===== src/rtl/ppsm_pkg.sv =====
package ppsm_pkg;

  localparam int unsigned DataW     = 32;
  localparam int unsigned ScreenW   = 31;
  localparam int unsigned ProdW     = 64;
  localparam int unsigned SumW      = 49;
  localparam int unsigned FracBits  = 16;
  localparam int unsigned AddrW     = 5;
  localparam int unsigned RegIdxW   = 3;
  localparam int unsigned QueueDepthDefault = 2;

  // Register map, one 32-bit word each
  localparam logic [RegIdxW-1:0] REG_X_GAIN   = 3'd0;
  localparam logic [RegIdxW-1:0] REG_X_OFFSET = 3'd1;
  localparam logic [RegIdxW-1:0] REG_Y_GAIN   = 3'd2;
  localparam logic [RegIdxW-1:0] REG_Y_OFFSET = 3'd3;
  localparam logic [RegIdxW-1:0] REG_X_PPU    = 3'd4;
  localparam logic [RegIdxW-1:0] REG_X_BIAS   = 3'd5;
  localparam logic [RegIdxW-1:0] REG_Y_PPU    = 3'd6;
  localparam logic [RegIdxW-1:0] REG_Y_BIAS   = 3'd7;

  localparam logic signed [DataW-1:0] ONE_Q16 = 32'sd65536;

  localparam logic signed [SumW-1:0] WORLD_MAX    = 49'sd2147483647;
  localparam logic signed [SumW-1:0] WORLD_MIN    = -49'sd2147483648;
  localparam logic signed [SumW-1:0] SCREEN_LIMIT = 49'sd655360000;

  typedef struct packed {
    logic signed [DataW-1:0] x_gain;
    logic signed [DataW-1:0] x_offset;
    logic signed [DataW-1:0] y_gain;
    logic signed [DataW-1:0] y_offset;
    logic signed [DataW-1:0] x_ppu;
    logic signed [DataW-1:0] x_bias;
    logic signed [DataW-1:0] y_ppu;
    logic signed [DataW-1:0] y_bias;
  } cfg_t;

  // World point handed from the front to the back
  typedef struct packed {
    logic signed [DataW-1:0] wx;
    logic signed [DataW-1:0] wy;
    logic                    first;
  } world_t;

  // Floor of a Q16.16 x Q16.16 product back to Q16.16, kept wide
  function automatic logic signed [SumW-1:0] q_shr(input logic signed [ProdW-1:0] p);
    logic signed [ProdW-1:0] s;
    s = p >>> FracBits;
    return s[SumW-1:0];
  endfunction

  function automatic logic signed [DataW-1:0] sat_world(input logic signed [SumW-1:0] v);
    logic signed [DataW-1:0] r;
    if (v > WORLD_MAX) begin
      r = WORLD_MAX[DataW-1:0];
    end else if (v < WORLD_MIN) begin
      r = WORLD_MIN[DataW-1:0];
    end else begin
      r = v[DataW-1:0];
    end
    return r;
  endfunction

  function automatic logic signed [ScreenW-1:0] clamp_screen(input logic signed [SumW-1:0] v);
    logic signed [ScreenW-1:0] r;
    if (v > SCREEN_LIMIT) begin
      r = SCREEN_LIMIT[ScreenW-1:0];
    end else if (v < -SCREEN_LIMIT) begin
      r = ScreenW'(-SCREEN_LIMIT);
    end else begin
      r = v[ScreenW-1:0];
    end
    return r;
  endfunction

endpackage


===== src/rtl/ppsm_regs.sv =====
module ppsm_regs (
  input  logic                          clk_i,
  input  logic                          rst_ni,
  input  logic                          psel,
  input  logic                          penable,
  input  logic                          pwrite,
  input  logic [ppsm_pkg::AddrW-1:0]    paddr,
  input  logic [ppsm_pkg::DataW-1:0]    pwdata,
  output logic [ppsm_pkg::DataW-1:0]    prdata,
  output logic                          pready,
  output ppsm_pkg::cfg_t                cfg_o
);

  ppsm_pkg::cfg_t                     cfg_q, cfg_d;
  logic [ppsm_pkg::RegIdxW-1:0]       idx;
  logic                               wr_en;

  assign idx    = paddr[ppsm_pkg::AddrW-1:2];
  assign wr_en  = psel && penable && pwrite;
  assign pready = 1'b1;
  assign cfg_o  = cfg_q;

  always_comb begin
    cfg_d = cfg_q;
    if (wr_en) begin
      unique case (idx)
        ppsm_pkg::REG_X_GAIN:   cfg_d.x_gain   = pwdata;
        ppsm_pkg::REG_X_OFFSET: cfg_d.x_offset = pwdata;
        ppsm_pkg::REG_Y_GAIN:   cfg_d.y_gain   = pwdata;
        ppsm_pkg::REG_Y_OFFSET: cfg_d.y_offset = pwdata;
        ppsm_pkg::REG_X_PPU:    cfg_d.x_ppu    = pwdata;
        ppsm_pkg::REG_X_BIAS:   cfg_d.x_bias   = pwdata;
        ppsm_pkg::REG_Y_PPU:    cfg_d.y_ppu    = pwdata;
        ppsm_pkg::REG_Y_BIAS:   cfg_d.y_bias   = pwdata;
        default:                cfg_d          = cfg_q;
      endcase
    end
  end

  always_comb begin
    unique case (idx)
      ppsm_pkg::REG_X_GAIN:   prdata = cfg_q.x_gain;
      ppsm_pkg::REG_X_OFFSET: prdata = cfg_q.x_offset;
      ppsm_pkg::REG_Y_GAIN:   prdata = cfg_q.y_gain;
      ppsm_pkg::REG_Y_OFFSET: prdata = cfg_q.y_offset;
      ppsm_pkg::REG_X_PPU:    prdata = cfg_q.x_ppu;
      ppsm_pkg::REG_X_BIAS:   prdata = cfg_q.x_bias;
      ppsm_pkg::REG_Y_PPU:    prdata = cfg_q.y_ppu;
      ppsm_pkg::REG_Y_BIAS:   prdata = cfg_q.y_bias;
      default:                prdata = '0;
    endcase
  end

  always_ff @(posedge clk_i or negedge rst_ni) begin
    if (!rst_ni) begin
      cfg_q.x_gain   <= ppsm_pkg::ONE_Q16;
      cfg_q.x_offset <= '0;
      cfg_q.y_gain   <= ppsm_pkg::ONE_Q16;
      cfg_q.y_offset <= '0;
      cfg_q.x_ppu    <= ppsm_pkg::ONE_Q16;
      cfg_q.x_bias   <= '0;
      cfg_q.y_ppu    <= ppsm_pkg::ONE_Q16;
      cfg_q.y_bias   <= '0;
    end else begin
      cfg_q <= cfg_d;
    end
  end

endmodule


===== config.mk =====
export PLATFORM = sky130hd
export DESIGN_NAME = ppsm_regs
export DESIGN_NICKNAME = d
export VERILOG_FILES = /design/src/rtl/ppsm_pkg.sv /design/src/rtl/ppsm_regs.sv
export SDC_FILE = /design/constraint.sdc
export NUM_CORES = 1
export LEC_CHECK = 0
export BUFFER_PORTS_ARGS = -buffer_cell sky130_fd_sc_hd__buf_4
export CAP_MARGIN = 20
export CORE_UTILIZATION = 56
export DETAILED_ROUTE_END_ITERATION = 6
export MAX_ROUTING_LAYER = met4
export PLACE_DENSITY = 0.95
export SLEW_MARGIN = 20
export SYNTH_ARGS = -nofsm -noshare
export SYNTH_HDL_FRONTEND = slang
export SYNTH_SLANG_ARGS = --single-unit

===== constraint.sdc =====
create_clock -name clk_i -period 9.15 [get_ports clk_i]
set_clock_uncertainty 0.2 [all_clocks]
set_input_delay 2.745 -clock clk_i [delete_from_list [all_inputs] [get_ports clk_i]]
set_output_delay 2.745 -clock clk_i [all_outputs]
set_load 0.05 [all_outputs]

==> flow_summary.ini <==
[run_status]
status = complete, no violations

[route]
wl_per_cell_um = 24.9
first_iter_violations = 453
drtAntennaViolNets = 0
routed_wl_um = 35200
via_count = 8748
route.detailed.drc = 0
viasPerCell = 6.18
drtPass1Iterations = 5

[pwr]
peakVddDrop_mv = 0.225
p_per_area_mw_per_mm2 = 291
p_leak_nw = 7.45

[critical_path]
cp.arrival_ns = 4.75
worstPathMaxFanout = 35
required_ns = 6.21
worst-setup-path-type = primary input to output pin
startpoint_type = primary input
ff2ff_path_depth = 1
worstSetupEndpointType = output pin

[cts]
cts_tree = yes
clock-sinks = 256
cts_inserted_buffers = 27
htreeDepth = 1
cts_max_path_buffers = 3
cts_hold_buf = 0
cts-resized-gates = 0
root_buffer = clkbuf_16
path_clk_slew_ns = 0.06
insertion_delay_ns = 0.53
post-cts-setup-buffers = 0

[floorplanning]
coreArea_mm2 = 0.0202
num_rows = 52
fp.dieW_um = 146
die_y_um = 146
io_pins = 331
die-area_mm2 = 0.0212
floorplan.initialDensity = 0.571

[yosys]
synth_area_mm2 = 0.0116
ys_ff_latch = 256
synthDistinctLibCells = 28
synth_warnings = 0
syn_nets = 862
synthCells = 820
synth-seq-area-share = 0.555
syn_area_per_cell_um2 = 14.1

[placement]
gp_congestion = 0.870
dp.cells = 1371
portBuffers = 327
place_hpwl_um = 22500
place_area_mm2 = 0.0143

[grt]
grt_max_degree = 134
grt_pass1_vias = 9292
grt_pass1_wl_um = 54300
antenna_found_initial = 0
overflow = 0
grt_usage = 0.343

[timing]
tightestPinTransition_ns = 1.13
fmax_ghz = 0.130
hold_viol = 0
fin_setup_tns_ns = 0
drv_slew = 0
min_period_ns = 7.70
finalCritPeriodShare = 0.841
rsz0062_at_grt = false
setup_viol = 0
relSlewSlack = 0.250

[run]
drv_cap = 0

[final_layout]
antenna_cells = 0
design_area_mm2 = 0.0151
fin_cells = 1416
fin_nets = 1172
post-route-util = 0.747
area_growth_pct = 30.8
layout_commonest_cell = buf_4
final_cell_mix = buf_4 (339), dfrtp_1 (252), mux2_2 (220)
layout-drive-gt1-share = 0.537
largest_register_ffs = 256

[min_path]
min_path_cells = 1
hold_path_class = flip-flop to flip-flop
-- path summary, 6_finish.rpt --
check	startpoint	endpoint	slack, ns
setup / recovery	paddr[2]	prdata[9]	1.45
hold / removal	cfg_o[135]	cfg_o[135]	0.32
setup reg to reg	cfg_o[252]	cfg_o[252]	8.10
hold reg to reg	cfg_o[135]	cfg_o[135]	0.32
max in group asynchronous	rst_ni	cfg_o[130]	5.42
min in group asynchronous	rst_ni	cfg_o[244]	2.06
-- metrics by stage --
stage	total power, mW	worst slack (ns)	hold WS [ns]
after floorplan	2.73	1.60	0.532
after global placement	3.29	1.52	0.295
after detailed placement	3.33	1.49	0.305
after CTS	4.41	1.48	0.322
after global routing	4.53	1.38	0.346
final	4.40	1.45	0.322
-- synth_stat cells, drive strengths merged --
master | instances | area [µm²]
a22oi | 1 | 7.51
conb | 1 | 3.75
nor2 | 9 | 33.8
a221oi | 29 | 254
o22ai | 31 | 194
buf | 42 | 215
nor3 | 1 | 10.0
mux2i | 94 | 941
nand4b | 1 | 23.8
a21oi | 1 | 5.00
nand4 | 1 | 6.26
dfrtp | 252 | 6310
nor2b | 2 | 12.5
a211o | 1 | 8.76
o22a | 31 | 272
or3 | 2 | 12.5
nand2b | 4 | 25.0
nand2 | 2 | 7.51
a211oi | 2 | 15.0
mux2 | 256 | 2880
clkbuf | 18 | 67.6
inv | 30 | 113
a31oi | 2 | 12.5
dfstp | 4 | 105
nor3b | 3 | 22.5
-- kinds of logic (layout without fill, tap and decap cells) --
kind of cell	Yosys count	count (layout)	synth area share
muxes	350	350	0.331
DFF	256	256	0.555
AOI/OAI and AO/OA	98	98	0.0665
buffers and inverters	90	416	0.0342
and+or+nand+nor	25	25	0.0133
other	1	1	0.000325
-- critical path, cell delays in order --
cell	delay, ns
buf_4	0.46
nand2b_2	0.67
o22ai_1	0.39
o22a_1	0.24
buf_4	0.21
-- report_power, final --
part           internal (mW)  leakage (nW)  total, mW  switching (mW)
Sequential              1.36          3.26       1.55           0.194
Clock                  0.636         0.419       1.07           0.433
Combinational          0.559          3.77       1.78            1.22
-- layout make-up --
cell class / instances / area, µm²
timing repair buffer: 341 / 2580
clock buffer: 40 / 774
fill: 1267 / 5120
tap: 270 / 338
inverter: 30 / 113
multi-input combinational: 474 / 4820
clock inverter: 5 / 78.8
sequential: 256 / 6410
-- routing by layer --
metal,part of all wire,global-route usage
met4,0.047,0.162
met2,0.49,0.550
met5,0,-
met3,0.072,0.0708
met1,0.39,0.419
Power figures use the tool's default switching activity.
