`src/rtl/ppsm_pkg.sv`:
```
package ppsm_pkg;

  localparam int unsigned DataW     = 32;
  localparam int unsigned ScreenW   = 31;
  localparam int unsigned ProdW     = 64;
  localparam int unsigned SumW      = 49;
  localparam int unsigned FracBits  = 16;
  localparam int unsigned AddrW     = 5;
  localparam int unsigned RegIdxW   = 3;
  localparam int unsigned QueueDepthDefault = 2;

  // Register map, one 32-bit word each
  localparam logic [RegIdxW-1:0] REG_X_GAIN   = 3'd0;
  localparam logic [RegIdxW-1:0] REG_X_OFFSET = 3'd1;
  localparam logic [RegIdxW-1:0] REG_Y_GAIN   = 3'd2;
  localparam logic [RegIdxW-1:0] REG_Y_OFFSET = 3'd3;
  localparam logic [RegIdxW-1:0] REG_X_PPU    = 3'd4;
  localparam logic [RegIdxW-1:0] REG_X_BIAS   = 3'd5;
  localparam logic [RegIdxW-1:0] REG_Y_PPU    = 3'd6;
  localparam logic [RegIdxW-1:0] REG_Y_BIAS   = 3'd7;

  localparam logic signed [DataW-1:0] ONE_Q16 = 32'sd65536;

  localparam logic signed [SumW-1:0] WORLD_MAX    = 49'sd2147483647;
  localparam logic signed [SumW-1:0] WORLD_MIN    = -49'sd2147483648;
  localparam logic signed [SumW-1:0] SCREEN_LIMIT = 49'sd655360000;

  typedef struct packed {
    logic signed [DataW-1:0] x_gain;
    logic signed [DataW-1:0] x_offset;
    logic signed [DataW-1:0] y_gain;
    logic signed [DataW-1:0] y_offset;
    logic signed [DataW-1:0] x_ppu;
    logic signed [DataW-1:0] x_bias;
    logic signed [DataW-1:0] y_ppu;
    logic signed [DataW-1:0] y_bias;
  } cfg_t;

  // World point handed from the front to the back
  typedef struct packed {
    logic signed [DataW-1:0] wx;
    logic signed [DataW-1:0] wy;
    logic                    first;
  } world_t;

  // Floor of a Q16.16 x Q16.16 product back to Q16.16, kept wide
  function automatic logic signed [SumW-1:0] q_shr(input logic signed [ProdW-1:0] p);
    logic signed [ProdW-1:0] s;
    s = p >>> FracBits;
    return s[SumW-1:0];
  endfunction

  function automatic logic signed [DataW-1:0] sat_world(input logic signed [SumW-1:0] v);
    logic signed [DataW-1:0] r;
    if (v > WORLD_MAX) begin
      r = WORLD_MAX[DataW-1:0];
    end else if (v < WORLD_MIN) begin
      r = WORLD_MIN[DataW-1:0];
    end else begin
      r = v[DataW-1:0];
    end
    return r;
  endfunction

  function automatic logic signed [ScreenW-1:0] clamp_screen(input logic signed [SumW-1:0] v);
    logic signed [ScreenW-1:0] r;
    if (v > SCREEN_LIMIT) begin
      r = SCREEN_LIMIT[ScreenW-1:0];
    end else if (v < -SCREEN_LIMIT) begin
      r = ScreenW'(-SCREEN_LIMIT);
    end else begin
      r = v[ScreenW-1:0];
    end
    return r;
  endfunction

endpackage

```
`src/rtl/ppsm_fifo.sv`:
```
module ppsm_fifo #(
  parameter int unsigned Depth = ppsm_pkg::QueueDepthDefault
) (
  input  logic             clk_i,
  input  logic             rst_ni,
  input  logic             push_i,
  input  ppsm_pkg::world_t push_data_i,
  output logic             full_o,
  input  logic             pop_i,
  output logic             valid_o,
  output ppsm_pkg::world_t pop_data_o
);

  localparam int unsigned PtrW = (Depth > 1) ? $clog2(Depth) : 1;
  localparam int unsigned CntW = $clog2(Depth + 1);
  localparam logic [PtrW-1:0] LastPtr = PtrW'(Depth - 1);
  localparam logic [CntW-1:0] FullCnt = CntW'(Depth);

  ppsm_pkg::world_t  slots_q [Depth];
  logic [PtrW-1:0]   wr_ptr_q, wr_ptr_d, rd_ptr_q, rd_ptr_d;
  logic [CntW-1:0]   cnt_q, cnt_d;

  assign full_o     = (cnt_q == FullCnt);
  assign valid_o    = (cnt_q != '0);
  assign pop_data_o = slots_q[rd_ptr_q];

  always_comb begin
    wr_ptr_d = wr_ptr_q;
    rd_ptr_d = rd_ptr_q;
    cnt_d    = cnt_q;
    if (push_i) begin
      wr_ptr_d = (wr_ptr_q == LastPtr) ? '0 : wr_ptr_q + 1'b1;
    end
    if (pop_i) begin
      rd_ptr_d = (rd_ptr_q == LastPtr) ? '0 : rd_ptr_q + 1'b1;
    end
    if (push_i && !pop_i) begin
      cnt_d = cnt_q + 1'b1;
    end else if (pop_i && !push_i) begin
      cnt_d = cnt_q - 1'b1;
    end
  end

  always_ff @(posedge clk_i or negedge rst_ni) begin
    if (!rst_ni) begin
      wr_ptr_q <= '0;
      rd_ptr_q <= '0;
      cnt_q    <= '0;
    end else begin
      wr_ptr_q <= wr_ptr_d;
      rd_ptr_q <= rd_ptr_d;
      cnt_q    <= cnt_d;
    end
  end

  always_ff @(posedge clk_i) begin
    if (push_i) begin
      slots_q[wr_ptr_q] <= push_data_i;
    end
  end

endmodule

```
`config.mk`:
```
export PLATFORM = sky130hd
export DESIGN_NAME = ppsm_fifo
export DESIGN_NICKNAME = d
export VERILOG_FILES = /design/src/rtl/ppsm_pkg.sv /design/src/rtl/ppsm_fifo.sv
export SDC_FILE = /design/constraint.sdc
export NUM_CORES = 1
export LEC_CHECK = 0
export ABC_AREA = 1
export BUFFER_PORTS_ARGS = -buffer_cell sky130_fd_sc_hd__buf_2
export CORE_ASPECT_RATIO = 1.2
export CORE_MARGIN = 4
export CORE_UTILIZATION = 45
export DETAILED_ROUTE_END_ITERATION = 7
export GPL_TIMING_DRIVEN = 1
export HOLD_SLACK_MARGIN = 0.03
export PLACE_DENSITY = 0.78
export SYNTH_ARGS = -nofsm -noshare
export SYNTH_HDL_FRONTEND = slang
export SYNTH_SLANG_ARGS = --single-unit
export TNS_END_PERCENT = 5
```
`constraint.sdc`:
```
create_clock -name clk_i -period 3.6 [get_ports clk_i]
set_input_delay 0.18 -clock clk_i [delete_from_list [all_inputs] [get_ports clk_i]]
set_output_delay 0.18 -clock clk_i [all_outputs]
set_load 0.02 [all_outputs]
```
==> results of run 1 <==
[cell usage after synthesis]
cell	number
nor2_1	2
xnor2_1	1
buf_2	2
buf_6	5
mux2_2	25
nand4_1	1
mux2_4	40
edfxtp_1	130
nand3_1	1
xor2_1	2
ha_1	1
nand2_1	6
inv_1	7
dfrtp_1	4
[power by group through the flow]
stage          clock network, mW  registers [mW]  logic, mW
6_report                    1.68            2.34       1.61
5_1_grt                     1.78            2.39       1.71
4_1_cts                     1.72            2.35       1.63
3_5_place_dp                   0            2.38       1.56
3_3_place_gp                   0            2.35       1.54
2_1_floorplan                  0            2.18       1.31
[through the flow]
| step | area, um^2 | util, % |
|---|---|---|
| detailed placement | 5859 | 53.10 |
| global placement | 5859 | 53.10 |
| floorplan | 5061 | - |
| global route | 7127 | 64.58 |
| CTS | 7127 | 64.58 |
| finish | 7127 | 64.58 |
[worst paths after layout]
check                      cells after the start     start             end
max reg2reg                                    3  wr_ptr_q  slots_q[1][48]
min                                            2    rst_ni        wr_ptr_q
max                                            2  rd_ptr_q  pop_data_o[40]
min reg2reg                                    2  cnt_q[1]        cnt_q[1]
max in group asynchronous                      2    rst_ni        rd_ptr_q
min in group clk_i                             2  cnt_q[1]        cnt_q[1]
[state kept, by name, summed over array words and instances (netlist names)]
register  cells
wr_ptr_q      1
rd_ptr_q      1
slots_q     130
cnt_q         2
[worst max-delay path, delay by kind of cell (launching register included)]
family   cells  cell delay [ns]
buf+inv      1             0.16
flops        1             1.16
mux          1             0.43
[logic make-up (layout without fill, tap and decap cells)]
kind of cell               after synthesis  count (layout)  share of synthesized area [%]
xor gates and xnor gates                 3               3                         0.5195
adders and majority gates                1               1                         0.2473
buffers and inverters                   14             244                          1.830
DFF                                    134             134                          79.15
muxes                                   65              65                          17.44
and+or+nand+nor                         10              10                         0.8162
[area by class of cell]
| cell class | instances | share of cell area [%] |
|---|---|---|
| sequential | 134 | 56.23 |
| timing repair buffer | 205 | 19.24 |
| multi-input combinational | 79 | 13.61 |
| clock buffer | 17 | 5.969 |
| tap | 132 | 2.317 |
| clock inverter | 15 | 2.265 |
| inverter | 7 | 0.3687 |
[layer usage]
layer,share of wire [%],global-route usage (%),routed length (um),vias to the layer above
met5,0,0,0,-
met2,57,28.97,5437,95
met4,0.70,5.906,67,0
met1,37,15.62,3555,1378
li1,-,-,-,1323
met3,5.3,5.340,507,6
==> impl_metrics.py, run 1 <==
metrics = {
    "timing": {
        "rsz0062_at_grt": "false",
        "fin_ws_ns": 1.237,
        "timing.hold.ws_ns": 0.1393,
        "slew_viol_final": 0,
        "clock.fmax_ghz": 0.4232,
        "setup_viol": 0,
        "finalSetupTns_ns": 0,
        "relSlewSlack_pct": 25.95,
        "worst_pin_slew_ns": 1.111,
        "skew_ns": 0.005832,
        "hold_viol": 0,
        "final.period_utilization_pct": 65.64,
        "period_needed_ns": 2.363,
    },
    "grt": {
        "grt_pass1_vias": 3126,
        "grt_overflow_total": 0,
        "grtUsageTotal_pct": 15.35,
        "grt_pass1_wl_um": 15010,
        "grt_start_max_net_pins": 67,
        "antenna_found_initial": 0,
    },
    "clocking": {
        "cts_hold_buf": 68,
        "postCtsSetupBuffers": 0,
        "numCtsBuffers": 17,
        "cts_root_buf": "clkbuf_16",
        "clock_latency_ns": 0.40,
        "cts_sinks": 134,
        "cts_buffer_depth": 2,
        "cts_tree": "yes",
        "h-tree-depth": 4,
        "cts_resized": 0,
        "clkTransAtPathRegs_ns": 0.05,
    },
    "finish": {
        "drive_gt1_share_pct": 51.20,
        "antenna_cells": 0,
        "nets": 514,
        "multi_input_area_um2": 969.7,
        "nFillCells": 757,
        "areaGrowthSynthToFinish_pct": 40.89,
        "final_cell_mix": "buf_2, edfxtp_1, dlygate4sd3_1",
        "final_common_cell": "buf_2",
        "final_cell_count_no_fill": 589,
        "seq_area_um2": 4008,
    },
    "setup_path": {
        "slowest_delay_ns": 1.16,
        "worstPathCellList": "mux2_2, buf_2",
        "crit_arrival_ns": 2.18,
        "critPathCaptureType": "output pin",
        "cp_max_fo": 66,
        "slowest_stage": "dfrtp_4",
        "critPathKind": "reg -> out",
        "ff2ff_setup_slack_ns": 1.74,
        "start_kind": "flip-flop",
        "cp.required_ns": 3.42,
    },
    "synth": {
        "yosysUniqueCellTypes": 14,
        "ys_warn_count": 0,
        "synth_top_area_share_pct": 77.17,
        "ys_top_cells_by_area": "edfxtp_1, mux2_4, mux2_2",
        "ys_seq_area_share_pct": 79.15,
        "synth_area_leader_cell": "edfxtp_1",
        "synthCells": 227,
        "syn-cell-area_um2": 5059,
        "syn_avg_cell_area_um2": 22.28,
        "synth_nets": 297,
        "synth-seq-cells": 134,
    },
    "power": {
        "p_total_mw": 5.629,
        "p_seq_share_pct": 41.6,
        "power.switching_mw": 1.697,
        "swShare_pct": 30.14,
        "pwr-share-clk_pct": 29.9,
        "p_comb_share_pct": 28.5,
        "ir_worst_vdd_uv": 427.3,
        "intPower_mw": 3.932,
        "power_per_cell_area_nw_per_um2": 789.9,
        "leakage_nw": 2.877,
    },
    "placed_design": {
        "place_ws_ns": 1.635,
        "dp_hpwl_um": 5529,
        "place.gp.congestion": 0.6723,
        "place_inst": 489,
        "port-buffer-count": 135,
    },
    "run_status": {
        "status": "finished clean",
    },
    "detailed_routing": {
        "firstDrtPassIters": 4,
        "wl_per_cell_um": 16.24,
        "drc": 0,
        "viasPerCell": 4.757,
        "vias": 2802,
        "drt-initial-drc-count": 109,
        "wirelength_um": 9567,
        "drtAntennaViolNets": 0,
    },
    "floorplan": {
        "rows": 42,
        "start_util_pct": 45.84,
        "dieArea_um2": 13010,
        "chipHeight_um": 124.1,
        "core_um2": 11040,
        "dieWidth_um": 104.8,
        "io_pins": 136,
    },
    "min_path": {
        "hold_class": "in -> async",
    },
    "job": {
        "maxCapViolations": 0,
    },
}
No activity file was read; power rests on OpenSTA's default activity.
==> inputs of run 2 (changes only) <==
clock period = 2 ns   (was 3.6 ns; I/O delays follow)
==> impl_metrics.py, run 2 (synthesized netlist as in run 1, its figures left out) <==
metrics = {
    "run_status": {
        "status": "finished clean",
    },
    "timing": {
        "clock.fmax_ghz": 0.5443,
        "skew_ns": 0.005006,
        "period_needed_ns": 1.837,
        "relSlewSlack_pct": 62.94,
        "setup_viol": 0,
        "slew_viol_final": 0,
        "hold_viol": 0,
        "rsz0062_at_grt": "false",
        "fin_ws_ns": 0.1628,
        "worst_pin_slew_ns": 0.5559,
        "final.period_utilization_pct": 91.86,
    },
    "clocking": {
        "cts_tree": "yes",
        "clkTransAtPathRegs_ns": 0.05,
        "numCtsBuffers": 17,
        "cts_buffer_depth": 2,
        "clock_latency_ns": 0.40,
        "cts_sinks": 134,
        "cts_root_buf": "clkbuf_16",
        "h-tree-depth": 4,
        "cts_resized": 0,
    },
    "min_path": {
        "hold_class": "in -> reg",
    },
    "finish": {
        "final_common_cell": "buf_2",
        "finalInstanceArea_um2": 7141,
        "drive_gt1_share_pct": 51.08,
        "largest_reg_flops": 130,
        "multi_input_area_um2": 969.7,
        "areaGrowthSynthToFinish_pct": 41.16,
        "final_cell_count_no_fill": 595,
        "nFillCells": 776,
        "final_cell_mix": "buf_2, edfxtp_1, dlygate4sd3_1",
        "largestRegisters": "slots_q (130), cnt_q (2)",
        "nets": 520,
        "seq_area_um2": 4008,
        "largest-register": "slots_q",
    },
    "placed_design": {
        "port-buffer-count": 135,
        "place.gp.congestion": 0.6832,
        "dp_hpwl_um": 5857,
        "place_inst": 493,
        "place_ws_ns": 0.4410,
        "place_area_um2": 5914,
    },
    "detailed_routing": {
        "drc": 0,
        "drt-initial-drc-count": 124,
        "wl_met3_um": 607,
        "wl_per_cell_um": 16.72,
        "met2WireLength_um": 5384,
        "viasPerCell": 4.706,
        "vias": 2800,
        "wirelength_um": 9948,
        "met1_length_um": 3771,
        "drtAntennaViolNets": 0,
        "top_layer_used": "met4",
        "firstDrtPassIters": 4,
    },
    "setup_path": {
        "slowest_stage": "dfrtp_4",
        "ff2ff_setup_slack_ns": 0.59,
        "start_kind": "flip-flop",
        "cp_max_fo": 25,
        "critPathKind": "reg -> out",
        "worstPathCellList": "buf_12, mux2_2, buf_2",
        "rr_worst_depth": 3,
        "slowest_delay_ns": 0.55,
        "endpoint": "pop_data_o[44]",
        "r2r-start": "wr_ptr_q",
        "cp.required_ns": 1.90,
        "critPathCaptureType": "output pin",
        "crit_arrival_ns": 1.74,
        "startpoint": "rd_ptr_q",
        "reg2reg_to": "slots_q[1][10]",
    },
    "floorplan": {
        "dieWidth_um": 104.8,
        "rows": 42,
        "chipHeight_um": 124.1,
        "dieArea_um2": 13010,
        "io_pins": 136,
        "start_util_pct": 45.84,
        "core_um2": 11040,
    },
    "power": {
        "ir_worst_vdd_uv": 639.0,
        "leakage_nw": 2.885,
        "power_per_cell_area_nw_per_um2": 1394,
        "p_total_mw": 9.951,
    },
    "job": {
        "maxCapViolations": 0,
    },
    "grt": {
        "grt_start_max_net_pins": 41,
        "grt_pass1_vias": 3089,
        "antenna_found_initial": 1,
        "grt_pass1_wl_um": 15120,
        "grtUsageTotal_pct": 15.55,
        "grt_overflow_total": 0,
    },
}
-- run 2: changes by cell type in the layout (fill, tap and decap cells not counted) --
cell / before / now
dlygate4sd3_1: 68 / 69
buf_6: 0 / 1
clkinv_4: 1 / 0
inv_6: 1 / 0
bufinv_16: 3 / 1
clkbuf_1: 0 / 2
buf_12: 0 / 2
buf_4: 2 / 4
diode_2: 0 / 1
clkinv_2: 4 / 5
-- run 2: cell type report --
cell class	count	share of cell area (%)
antenna	1	0.03504
timing repair buffer	211	20.27
clock buffer	19	6.063
clock inverter	12	1.244
tap	132	2.313
sequential	134	56.12
inverter	7	0.3680
multi-input combinational	79	13.58
-- run 2: critical path: cells and delay by family, from the launching register on --
family	cells	cell delay [ns]
flops	1	0.55
buf+inv	2	0.41
mux	1	0.36
-- run 2: where the power goes --
part           leakage, nW  internal (mW)  total, mW  switching [mW]
Clock                0.251           1.67       2.72            1.04
Combinational         1.37           1.48       3.29            1.81
Sequential            1.27           3.74       3.95           0.209
Total                 2.89           6.89       9.95            3.06
-- run 2: layer usage --
metal  vias up  track usage [%]
met5         -                0
met4         0            7.465
met3        17            5.599
met2       104            27.37
met1      1343            16.78
li1       1336                -
-- run 2: repair_timing --
item                       in CTS  in global routing
setup endpoints to repair       0                 15
hold endpoints to repair      136                  0
setup buffers                   0                  1
hold buffers                   69                  0
-- run 2: worst min-delay path by stage --
stage	start	end	slack [ns]	cells after the start
2_1_floorplan	rst_ni	cnt_q[0]	-0.20	0
3_3_place_gp	rst_ni	cnt_q[0]	-0.09	1
3_5_place_dp	rst_ni	cnt_q[0]	-0.08	1
4_1_cts	push_data_i[52]	slots_q[1][52]	0.40	2
5_1_grt	push_data_i[52]	slots_q[0][52]	0.41	2
6_report	push_data_i[52]	slots_q[0][52]	0.43	2
-- run 2: through the flow --
step / TNS (ns) / hold slack, ns / utilization (%)
after floorplan: -9.859 / -0.1956 / -
after CTS: 0 / 0.3985 / 64.58
after detailed placement: 0 / -0.08290 / 53.59
after global routing: 0 / 0.4076 / 64.71
after global placement: 0 / -0.08719 / 53.59
final: 0 / 0.4251 / 64.71
==> inputs of run 3 (changes only) <==
SETUP_SLACK_MARGIN = 0.4   (was unset)
==> impl_metrics.py, run 3 (synthesized netlist as in run 1, its figures left out) <==
metrics = {
    "floorplan": {
        "rows": 42,
        "chipHeight_um": 124.1,
        "io_pins": 136,
        "core_um2": 11040,
        "start_util_pct": 45.84,
        "dieArea_um2": 13010,
        "dieWidth_um": 104.8,
    },
    "grt": {
        "grt.met2_usage_pct": 29.49,
        "grtUsageTotal_pct": 15.97,
        "antenna_found_initial": 0,
        "use_met1_pct": 17.22,
        "grt_pass1_wl_um": 15790,
        "grt_start_max_net_pins": 49,
        "grt_use_met3_pct": 4.821,
        "grt-busiest-layer": "met2",
        "grt_pass1_vias": 3158,
        "grt_overflow_total": 0,
    },
    "setup_path": {
        "rr_worst_depth": 2,
        "crit_arrival_ns": 1.69,
        "ff2ff_setup_slack_ns": 0.64,
        "critPathCaptureType": "output pin",
        "start_kind": "flip-flop",
        "r2r-start": "wr_ptr_q",
        "startpoint": "rd_ptr_q",
        "reg2reg_to": "slots_q[0][63]",
        "cp_max_fo": 6,
        "critPathKind": "reg -> out",
        "cp.required_ns": 1.90,
    },
    "min_path": {
        "holdPathEnd": "slots_q[0][36]",
        "hp-start": "push_data_i[36]",
        "hold_class": "in -> reg",
        "min_path_cells": 2,
    },
    "finish": {
        "multi_input_area_um2": 972.2,
        "final_common_cell": "edfxtp_1",
        "antenna_cells": 0,
        "areaGrowthSynthToFinish_pct": 48.85,
        "nets": 530,
        "drive_gt1_share_pct": 52.85,
        "final_cell_mix": "edfxtp_1, buf_2, dlygate4sd3_1",
        "finalInstanceArea_um2": 7530,
        "nFillCells": 727,
        "largest_reg_flops": 130,
        "largest-register": "slots_q",
        "final_cell_count_no_fill": 605,
        "largestRegisters": "slots_q (130), cnt_q (2)",
        "seq_area_um2": 4008,
    },
    "timing": {
        "finalSetupTns_ns": 0,
        "rsz0062_at_grt": "true",
        "slew_viol_final": 0,
        "final.period_utilization_pct": 89.48,
        "worst_pin_slew_ns": 0.5193,
        "timing.hold.ws_ns": 0.4115,
        "clock.fmax_ghz": 0.5588,
        "period_needed_ns": 1.790,
        "setup_viol": 0,
        "relSlewSlack_pct": 65.38,
        "hold_viol": 0,
        "skew_ns": 0.006297,
    },
    "clocking": {
        "cts_tree": "yes",
        "cts_buffer_depth": 2,
        "h-tree-depth": 4,
        "cts_root_buf": "clkbuf_16",
        "clock_latency_ns": 0.40,
        "numCtsBuffers": 17,
        "clkTransAtPathRegs_ns": 0.06,
        "cts_sinks": 134,
    },
    "detailed_routing": {
        "drc": 0,
        "drt-initial-drc-count": 112,
        "viasPerCell": 4.769,
        "drtAntennaViolNets": 0,
        "wirelength_um": 10770,
        "firstDrtPassIters": 6,
        "wl_per_cell_um": 17.79,
        "vias": 2885,
    },
    "placed_design": {
        "dp_hpwl_um": 5820,
        "port-buffer-count": 135,
        "place_area_um2": 5933,
        "place.gp.congestion": 0.6766,
        "place_inst": 493,
    },
    "power": {
        "power_per_cell_area_nw_per_um2": 1469,
        "ir_worst_vdd_uv": 1136,
        "p_total_mw": 11.06,
        "leakage_nw": 3.047,
    },
    "run_status": {
        "status": "finished clean",
    },
    "job": {
        "maxCapViolations": 0,
    },
}
run 3: changes by cell type in the layout (fill, tap and decap cells not counted), moves of 2 or more:
cell / before / now
bufinv_16: 1 / 4
buf_2: 135 / 112
clkbuf_1: 2 / 0
clkbuf_16: 17 / 20
buf_8: 0 / 2
clkinv_4: 0 / 2
buf_6: 1 / 23
clkinv_2: 5 / 3
buf_4: 4 / 9
run 3: metal layers:
layer | share of wire (%) | vias to the layer above
met2 | 56 | 100
li1 | - | 1357
met1 | 39 | 1415
met5 | 0 | -
met4 | 1.3 | 0
met3 | 4.0 | 13
run 3: final cells by class:
cell class / count / area share (%)
sequential: 134 / 53.22
clock buffer: 17 / 5.650
clock inverter: 15 / 2.476
inverter: 7 / 0.3988
multi-input combinational: 79 / 12.91
timing repair buffer: 221 / 23.15
tap: 132 / 2.193
run 3: repair_timing:
action                                 4_1_cts  5_1_grt
hold buffers                                69        0
setup endpoints to repair                   65       64
endpoints found under the hold margin      136        0
cloned                                       0        5
gates resized for setup                      0       52
buffers inserted                             3        3
run 3: power by group:
group / internal, mW / switching, mW / total, mW
registers: 3.74 / 0.176 / 3.91
clock network: 2.07 / 1.11 / 3.18
logic: 1.97 / 2.00 / 3.97
total: 7.77 / 3.29 / 11.1
run 3: how the worst max path moves through the flow:
stage,endpoint
2_1_floorplan,slots_q[1][0]
3_3_place_gp,pop_data_o[45]
3_5_place_dp,pop_data_o[44]
4_1_cts,pop_data_o[44]
5_1_grt,pop_data_o[47]
6_report,pop_data_o[47]
run 3: stage by stage:
stage / setup slack [ns] / utilization, %
finish: 0.2104 / 68.23
global route: 0.1758 / 68.23
CTS: 0.2199 / 65.77
detailed placement: 0.5331 / 53.76
global placement: 0.5584 / 53.76
floorplan: 0.1796 / -
run 3: critical path: stages (launching register included):
cell and delay [ns]:
dfrtp_4 0.51, buf_8 0.16, clkbuf_16 0.16, mux2_4 0.31
buf_6 0.13
